--- src/design/ovn_pkg.sv ---
// ----------------------------------------------------------------------------
// ovn_pkg: shared constants and types for the octave value-noise height core
// Holds the grid geometry, the datapath widths and the command and status
// structs that join the controller to the datapath.
// ----------------------------------------------------------------------------
package ovn_pkg;

  // Grid geometry: a WIDTH x WIDTH seed table, log2(WIDTH) octaves.
  localparam int unsigned WIDTH   = 256;
  localparam int unsigned CW      = 8;    // coordinate bits
  localparam int unsigned ADDR_W  = 2 * CW;
  localparam int unsigned OCT_W   = 3;
  localparam logic [OCT_W-1:0] OCT_LAST = 3'd7;

  // Datapath widths.
  localparam int unsigned SEED_W  = 8;
  localparam int unsigned MIX_W   = 16;   // one interpolated row
  localparam int unsigned SAMP_W  = 24;   // Q8.16 sample
  localparam int unsigned W_W     = 18;   // Q2.16 octave weight
  localparam int unsigned WSUM_W  = 21;
  localparam int unsigned PROD_W  = 42;
  localparam int unsigned ACC_W   = 45;
  localparam int unsigned DEN_W   = 30;
  localparam int unsigned Q_W     = 18;   // divider quotient
  localparam int unsigned H_W     = 16;
  localparam int unsigned BIAS_W  = 12;
  localparam int unsigned HR_W    = 9;

  localparam logic [W_W-1:0]    WEIGHT_ONE = 18'd65536;
  localparam logic [BIAS_W-1:0] BIAS_RST   = 12'd410;
  localparam logic [HR_W-1:0]   HR_RST     = 9'd128;

  // Configuration register indexes.
  localparam logic CFG_BIAS = 1'b0;
  localparam logic CFG_HR   = 1'b1;

  // Commands from the controller to the datapath.
  typedef struct packed {
    logic             wr_en;
    logic             start;
    logic             rd_en;
    logic [1:0]       corner;
    logic             mix1;
    logic             mix2;
    logic             mul;
    logic             acc;
    logic             wdiv_start;
    logic             w_load;
    logic             den;
    logic             fdiv_start;
    logic             h_load;
    logic [OCT_W-1:0] oct;
  } ovn_cmd_t;

  // Status from the datapath to the controller.
  typedef struct packed {
    logic div_busy;
  } ovn_sts_t;

endpackage

--- src/design/ovn_ctrl.sv ---
// ----------------------------------------------------------------------------
// ovn_ctrl: controller of the octave value-noise height core
// Sequences the corner reads, mixing, accumulation and divisions of each
// octave, and owns the input and result handshakes.
// ----------------------------------------------------------------------------
module ovn_ctrl (
  input  logic              clk,
  input  logic              rst_n,
  input  logic              in_valid,
  input  logic              in_req_type,
  output logic              in_stall,
  output logic              out_valid,
  input  logic              out_stall,
  input  ovn_pkg::ovn_sts_t sts,
  output ovn_pkg::ovn_cmd_t cmd
);

  typedef enum logic [11:0] {
    S_IDLE = 12'b0000_0000_0001,
    S_RD   = 12'b0000_0000_0010,
    S_SEED = 12'b0000_0000_0100,
    S_MIX1 = 12'b0000_0000_1000,
    S_MIX2 = 12'b0000_0001_0000,
    S_MUL  = 12'b0000_0010_0000,
    S_ACC  = 12'b0000_0100_0000,
    S_WDIV = 12'b0000_1000_0000,
    S_DEN  = 12'b0001_0000_0000,
    S_FST  = 12'b0010_0000_0000,
    S_FDIV = 12'b0100_0000_0000,
    S_FIN  = 12'b1000_0000_0000
  } state_t;

  state_t                    state_r, state_nxt;
  logic [ovn_pkg::OCT_W-1:0] oct_r, oct_nxt;
  logic [1:0]                corner_r, corner_nxt;
  logic                      out_valid_r, out_valid_nxt;

  // New requests are taken only between queries.
  assign in_stall = (state_r != S_IDLE);

  always_comb begin
    state_nxt     = state_r;
    oct_nxt       = oct_r;
    corner_nxt    = corner_r;
    cmd           = '0;
    cmd.oct       = oct_r;
    cmd.corner    = corner_r;
    case (state_r)
      S_IDLE: begin
        cmd.wr_en = in_valid & ~in_req_type;
        if (in_valid && in_req_type) begin
          cmd.start  = 1'b1;
          oct_nxt    = '0;
          corner_nxt = '0;
          state_nxt  = S_RD;
        end
      end
      S_RD: begin
        cmd.rd_en  = 1'b1;
        corner_nxt = corner_r + 2'd1;
        if (corner_r == 2'd3) begin
          state_nxt = S_SEED;
        end
      end
      S_SEED: state_nxt = S_MIX1;
      S_MIX1: begin
        cmd.mix1  = 1'b1;
        state_nxt = S_MIX2;
      end
      S_MIX2: begin
        cmd.mix2  = 1'b1;
        state_nxt = S_MUL;
      end
      S_MUL: begin
        cmd.mul   = 1'b1;
        state_nxt = S_ACC;
      end
      S_ACC: begin
        cmd.acc = 1'b1;
        if (oct_r == ovn_pkg::OCT_LAST) begin
          state_nxt = S_DEN;
        end else begin
          cmd.wdiv_start = 1'b1;
          state_nxt      = S_WDIV;
        end
      end
      S_WDIV: begin
        if (!sts.div_busy) begin
          cmd.w_load = 1'b1;
          oct_nxt    = oct_r + 3'd1;
          state_nxt  = S_RD;
        end
      end
      S_DEN: begin
        cmd.den   = 1'b1;
        state_nxt = S_FST;
      end
      S_FST: begin
        cmd.fdiv_start = 1'b1;
        state_nxt      = S_FDIV;
      end
      S_FDIV: begin
        if (!sts.div_busy) begin
          state_nxt = S_FIN;
        end
      end
      S_FIN: begin
        // Load the result register once the previous result has left.
        if (!out_valid_r || !out_stall) begin
          cmd.h_load = 1'b1;
          state_nxt  = S_IDLE;
        end
      end
      default: state_nxt = S_IDLE;
    endcase
  end

  // Result valid flag.
  always_comb begin
    out_valid_nxt = out_valid_r;
    if (out_valid_r && !out_stall) begin
      out_valid_nxt = 1'b0;
    end
    if (cmd.h_load) begin
      out_valid_nxt = 1'b1;
    end
  end

  always_ff @(posedge clk) begin
    if (!rst_n) begin
      state_r     <= S_IDLE;
      oct_r       <= '0;
      corner_r    <= '0;
      out_valid_r <= 1'b0;
    end else begin
      state_r     <= state_nxt;
      oct_r       <= oct_nxt;
      corner_r    <= corner_nxt;
      out_valid_r <= out_valid_nxt;
    end
  end

  assign out_valid = out_valid_r;

endmodule

--- config.mk ---
export PLATFORM = sky130hd
export DESIGN_NAME = ovn_ctrl
export DESIGN_NICKNAME = d
export VERILOG_FILES = /design/src/design/ovn_pkg.sv /design/src/design/ovn_ctrl.sv
export SDC_FILE = /design/constraint.sdc
export NUM_CORES = 1
export LEC_CHECK = 0
export ABC_AREA = 1
export ABC_CLOCK_PERIOD_IN_PS = 3400
export BUFFER_PORTS_ARGS = -buffer_cell sky130_fd_sc_hd__buf_2
export CORE_AREA = 2 2 53 55
export CTS_BUF_LIST = sky130_fd_sc_hd__clkbuf_2
export CTS_CLUSTER_DIAMETER = 150
export CTS_CLUSTER_SIZE = 30
export DETAILED_ROUTE_END_ITERATION = 10
export DIE_AREA = 0 0 55 57
export PLACE_DENSITY_LB_ADDON = 0.1
export SLEW_MARGIN = 30
export SYNTH_ARGS = -nofsm -noshare
export SYNTH_HDL_FRONTEND = slang
export SYNTH_SLANG_ARGS = --single-unit
--- constraint.sdc ---
create_clock -name clk -period 3.4 [get_ports clk]
set_input_delay 0.51 -clock clk [delete_from_list [all_inputs] [get_ports clk]]
set_output_delay 0.51 -clock clk [all_outputs]
set_load 0.03 [all_outputs]
==> results_dict.tcl, run 1 <==
set metrics [dict create \
    setup-tns-final_ns 0 \
    post_cts_buffers 0 \
    clock-root-buffer "clkbuf_2" \
    synth-seq-cells 18 \
    final_cell_mix "nand2_1 (40), inv_1 (33), buf_2 (24), nor2_1 (22), dfxtp_1 (18)" \
    synth_area_mm2 0.001122 \
    insertion_delay_ns 0.31 \
    fin_nets 208 \
    power.density_mw_per_mm2 655.2 \
    yosysUniqueCellTypes 24 \
    dp.cells 225 \
    status "finished clean" \
    io_pins 25 \
    cp_cell_sequence "nor2_1 > nand2_2 > nor2_4 > nand2_2 > inv_1 > buf_2" \
    grt_antenna_before_repair 0 \
    whs_path_depth 3 \
    critical_path_class "reg -> out" \
    skew_ns 0.005331 \
    rows 19 \
    max-vdd-ir-drop_v 0.0005146 \
    finalPower_mw 0.8272 \
    maxCapViolations 0 \
    core_mm2 0.002615 \
    synth_nets 182 \
    die_y_um 57 \
    gp_congestion 0.9251 \
    ctsResizeCount 0 \
    drt-initial-drc-count 21 \
    crit_path_max_incr_delay_ns 0.35 \
    via_per_inst 4.763 \
    cp_common_cell "nand2_2" \
    dieArea_mm2 0.003135 \
    antenna_cells 0 \
    grt_overflow 0 \
    slew_headroom 0.7742 \
    layout_commonest_cell "nand2_1" \
    cp.arrival_ns 1.61 \
    multi_input_area_um2 596.8 \
    period_needed_ns 2.119 \
    initial_core_util 0.4292 \
    critPathBufInv 2 \
    numCtsBuffers 3 \
    cp-start-kind "flop" \
    cp-end-kind "output pin" \
    rsz0062_at_grt "no" \
    worstPathMaxFanout 5 \
    setup_viol 0 \
    tightest_slew_ns 0.3362 \
    avgSynthCellArea_um2 6.487 \
    wire_per_inst_um 10.89 \
    synth_top_cell_by_area "dfxtp_1" \
    port_buffers 24 \
    cts_sinks 18 \
    clock.fmax_mhz 471.9 \
    power.static_leakage_nw 0.7501 \
    htree_num_levels 1 \
    drt_pass1_iterations 4 \
    reg2regPathDepth 10 \
    drt-total-wl_mm 2.482 \
    post-route-drc-count 0 \
    ys_seq_area_frac 0.3211 \
    cts_buffer_depth 2 \
    synth.top_cell.area_share 0.3211 \
    synthCells 173 \
    grt_pass1_vias 1044 \
    crit_slowest_cell "dfxtp_1" \
    synth-warning-count 0 \
    grt_max_degree 10 \
    grt_usage 0.1864 \
    fin_cells 228 \
    nFillCells 287 \
    fin_crit_sh 0.6233 \
    drv_slew 0 \
    area_growth_pct 12.49 \
    required_ns 2.89 \
    tritoncts "built" \
    hold_path.class "in -> reg" \
    ys_top_cells_by_area "dfxtp_1 (32%), nand2_1 (13%), inv_1 (11%), nor2_1 (7.4%), nand3_1 (5.4%)" \
    path_depth 6 \
    seq_area_um2 360.3 \
    ant_nets 0 \
    crit_family "simple AND/OR/NAND/NOR gates" \
    grt_pass1_wl_mm 4.305 \
    die_w_um 55 \
    drive_gt1_frac 0.2284 \
    holdBufCountCts 0 \
    vias 1086 \
    hold_viol 0 \
    dp_hpwl_mm 2.046 \
    clk_pin_slew_ns 0.17 \
]
layout make-up:
type	instances	area share
well taps	31	0.03072
repair buffers	24	0.09514
clock buffers	3	0.01189
inverters	35	0.1041
flip-flops and latches	18	0.2854
multi-input cells	117	0.4727
logic make-up (layout without fill, tap and decap cells):
kind of cell,after synthesis,count (layout),share of synthesized area
AOI/OAI and AO/OA,14,14,0.07134
DFF,18,18,0.3211
and+or+nand+nor,100,100,0.4270
buffers and inverters,38,62,0.1471
adders and majority gates,3,3,0.03345
per-stage QoR:
step	worst slack (ns)	area, µm²	hold slack, ns	util
after floorplan	1.602	1122	0.5333	-
after global placement	1.678	1247	0.4666	0.4770
after detailed placement	1.632	1247	0.4816	0.4770
after CTS	1.249	1262	0.4467	0.4828
after global routing	1.152	1262	0.4523	0.4828
final	1.281	1262	0.4563	0.4828
layer usage:
| metal | share of wire | vias up | GRT usage |
|---|---|---|---|
| met3 | 0.041 | 11 | 0.02356 |
| met4 | 0.046 | 0 | 0.1185 |
| met1 | 0.46 | 468 | 0.2434 |
| li1 | - | 581 | - |
| met2 | 0.45 | 26 | 0.2840 |
| met5 | 0 | - | 0 |
state kept, by name, summed over array words and instances, names as in the netlist:
register	cells
corner_r	2
oct_r	3
state_r	12
out_valid	1
worst register-to-register path, stage by stage (launching register included):
cell	delay, ns
dfxtp_1	0.35
nor2_1	0.17
nand2_2	0.14
nor2_4	0.17
nand3_2	0.10
nand2_1	0.08
inv_1	0.09
nand2_4	0.12
inv_2	0.06
nand2_1	0.06
nand3_1	0.07
synthesized netlist by cell type:
cell / number
nor2_4: 4
nand4_1: 2
o211ai_1: 1
inv_2: 1
o21bai_2: 1
nand2_2: 5
o21ai_0: 3
nand3_1: 12
clkinv_1: 1
nor2_1: 22
a31oi_1: 1
nand3_2: 2
nor3_1: 7
ha_1: 3
o21ai_1: 3
nor2_2: 4
nand2_4: 1
buf_4: 2
dfxtp_1: 18
inv_1: 33
nand2_1: 40
bufbuf_8: 1
and3_1: 1
a21oi_1: 5
power by group:
part	internal [mW]	switching, mW
clock	0.0240	0.0665
sequential	0.234	0.0205
combinational	0.144	0.338
path summary, 6_finish.rpt:
path,from,end,slack (ns)
worst min-delay path,out_stall,out_valid,0.46
worst max-delay path,state_r[8],cmd[14],1.28
worst min register to register,corner_r[1],corner_r[1],0.50
worst max register to register,state_r[8],state_r[0],1.90
(Power assumes the default switching activity.)
==> run 2: changes to the inputs <==
--- a/config.mk
+++ b/config.mk
@@ -6,7 +6,7 @@
 export NUM_CORES = 1
 export LEC_CHECK = 0
 export ABC_AREA = 1
-export ABC_CLOCK_PERIOD_IN_PS = 3400
+export ABC_CLOCK_PERIOD_IN_PS = 2200
 export BUFFER_PORTS_ARGS = -buffer_cell sky130_fd_sc_hd__buf_2
 export CORE_AREA = 2 2 53 55
 export CTS_BUF_LIST = sky130_fd_sc_hd__clkbuf_2
==> constraint.sdc (replaced) <==
create_clock -name clk -period 2.2 [get_ports clk]
set_input_delay 0.33 -clock clk [delete_from_list [all_inputs] [get_ports clk]]
set_output_delay 0.33 -clock clk [all_outputs]
set_load 0.03 [all_outputs]
==> results_dict.tcl, run 2 (same netlist as run 1, synthesis figures left out) <==
set metrics [dict create \
    status "finished clean" \
    largest_reg_flops 12 \
    seq_area_um2 360.3 \
    grt_pass1_vias 993 \
    worstPathMaxFanout 5 \
    hold_viol 0 \
    period_needed_ns 1.925 \
    finalPower_mw 1.281 \
    drt-total-wl_mm 2.438 \
    htree_num_levels 1 \
    setup_viol 0 \
    die_w_um 55 \
    grt_pass1_wl_mm 3.967 \
    holdBufCountCts 0 \
    numCtsBuffers 3 \
    fin_cells 229 \
    final_cell_mix "nand2_1 (40), inv_1 (33), buf_2 (24), nor2_1 (22), dfxtp_1 (18)" \
    dp_hpwl_mm 2.028 \
    cp-end-kind "output pin" \
    fin_crit_sh 0.8752 \
    io_pins 25 \
    drt-initial-drc-count 14 \
    power.static_leakage_nw 0.7517 \
    cts_buffer_depth 2 \
    drt_pass1_iterations 4 \
    core_mm2 0.002615 \
    max-vdd-ir-drop_v 0.0006423 \
    multi_input_area_um2 596.8 \
    ctsResizeCount 0 \
    cp-start-kind "flop" \
    tritoncts "built" \
    via_per_inst 4.773 \
    ant_nets 0 \
    grt_usage 0.1740 \
    drive_gt1_frac 0.2273 \
    skew_ns 0.01718 \
    hold_path.class "in -> reg" \
    cp.arrival_ns 1.60 \
    gp_congestion 0.9250 \
    maxCapViolations 0 \
    drv_slew 0 \
    clock-root-buffer "clkbuf_2" \
    largest_register "state_r" \
    grt_max_degree 11 \
    die_y_um 57 \
    required_ns 1.87 \
    tightest_slew_ns 0.3258 \
    clock.fmax_mhz 519.4 \
    utilization 0.4842 \
    clk_pin_slew_ns 0.18 \
    top_regs "state_r (12), oct_r (3), corner_r (2)" \
    layout_commonest_cell "nand2_1" \
    setup-tns-final_ns 0 \
    vias 1093 \
    port_buffers 24 \
    cts_sinks 18 \
    post-route-drc-count 0 \
    rows 19 \
    nFillCells 278 \
    slew_headroom 0.7811 \
    fin_nets 208 \
    rsz0062_at_grt "no" \
    antenna_cells 0 \
    grt_overflow 0 \
    postLayoutCellArea_mm2 0.001266 \
    insertion_delay_ns 0.31 \
    dieArea_mm2 0.003135 \
    wire_per_inst_um 10.65 \
    initial_core_util 0.4292 \
    dp.cells 225 \
    dpl_cell_area_mm2 0.001247 \
    grt_antenna_before_repair 0 \
    critical_path_class "reg -> out" \
    area_growth_pct 12.82 \
    power.density_mw_per_mm2 1012 \
    post_cts_buffers 0 \
]
run 2: through the flow:
stage / hold WS (ns) / worst slack [ns]
after global routing: 0.2844 / 0.1378
after floorplan: 0.5008 / 0.5819
after CTS: 0.2738 / 0.2477
after detailed placement: 0.4801 / 0.6333
after global placement: 0.4666 / 0.6587
final: 0.2833 / 0.2746
run 2: path summary, 6_finish.rpt:
check | cells after the start | startpoint | slack, ns | end
setup / recovery | 5 | state_r[1] | 0.27 | cmd[14]
hold / removal | 3 | out_stall | 0.28 | out_valid
setup reg to reg | 9 | state_r[1] | 0.70 | state_r[0]
hold reg to reg | 2 | oct_r[1] | 0.49 | oct_r[1]
run 2: final cells by class:
type / count / share of cell area
clock buffers: 3 / 0.01186
repair buffers: 24 / 0.09486
inverters: 35 / 0.1038
flip-flops and latches: 18 / 0.2846
multi-input cells: 117 / 0.4713
clock inverters: 1 / 0.002964
well taps: 31 / 0.03063
run 2: worst max-delay path, stage by stage, from the launching register on:
cell and delay [ns]:
dfxtp_1 0.41, inv_1 0.07, nor3_1 0.30, nand2_2 0.14, inv_1 0.14, buf_2 0.22
run 2: metal layers:
| layer | global-route usage | up-vias | wire, µm |
|---|---|---|---|
| li1 | - | 578 | - |
| met1 | 0.2156 | 473 | 1133 |
| met2 | 0.2738 | 36 | 1098 |
| met3 | 0.03141 | 6 | 146 |
| met4 | 0.1045 | 0 | 60 |
| met5 | 0 | - | 0 |
run 2: where the power goes:
part | total (mW) | leakage (nW) | switching (mW) | internal [mW]
sequential | 0.393 | 0.146 | 0.0314 | 0.362
clock | 0.144 | 0.0140 | 0.104 | 0.0395
combinational | 0.745 | 0.592 | 0.522 | 0.223
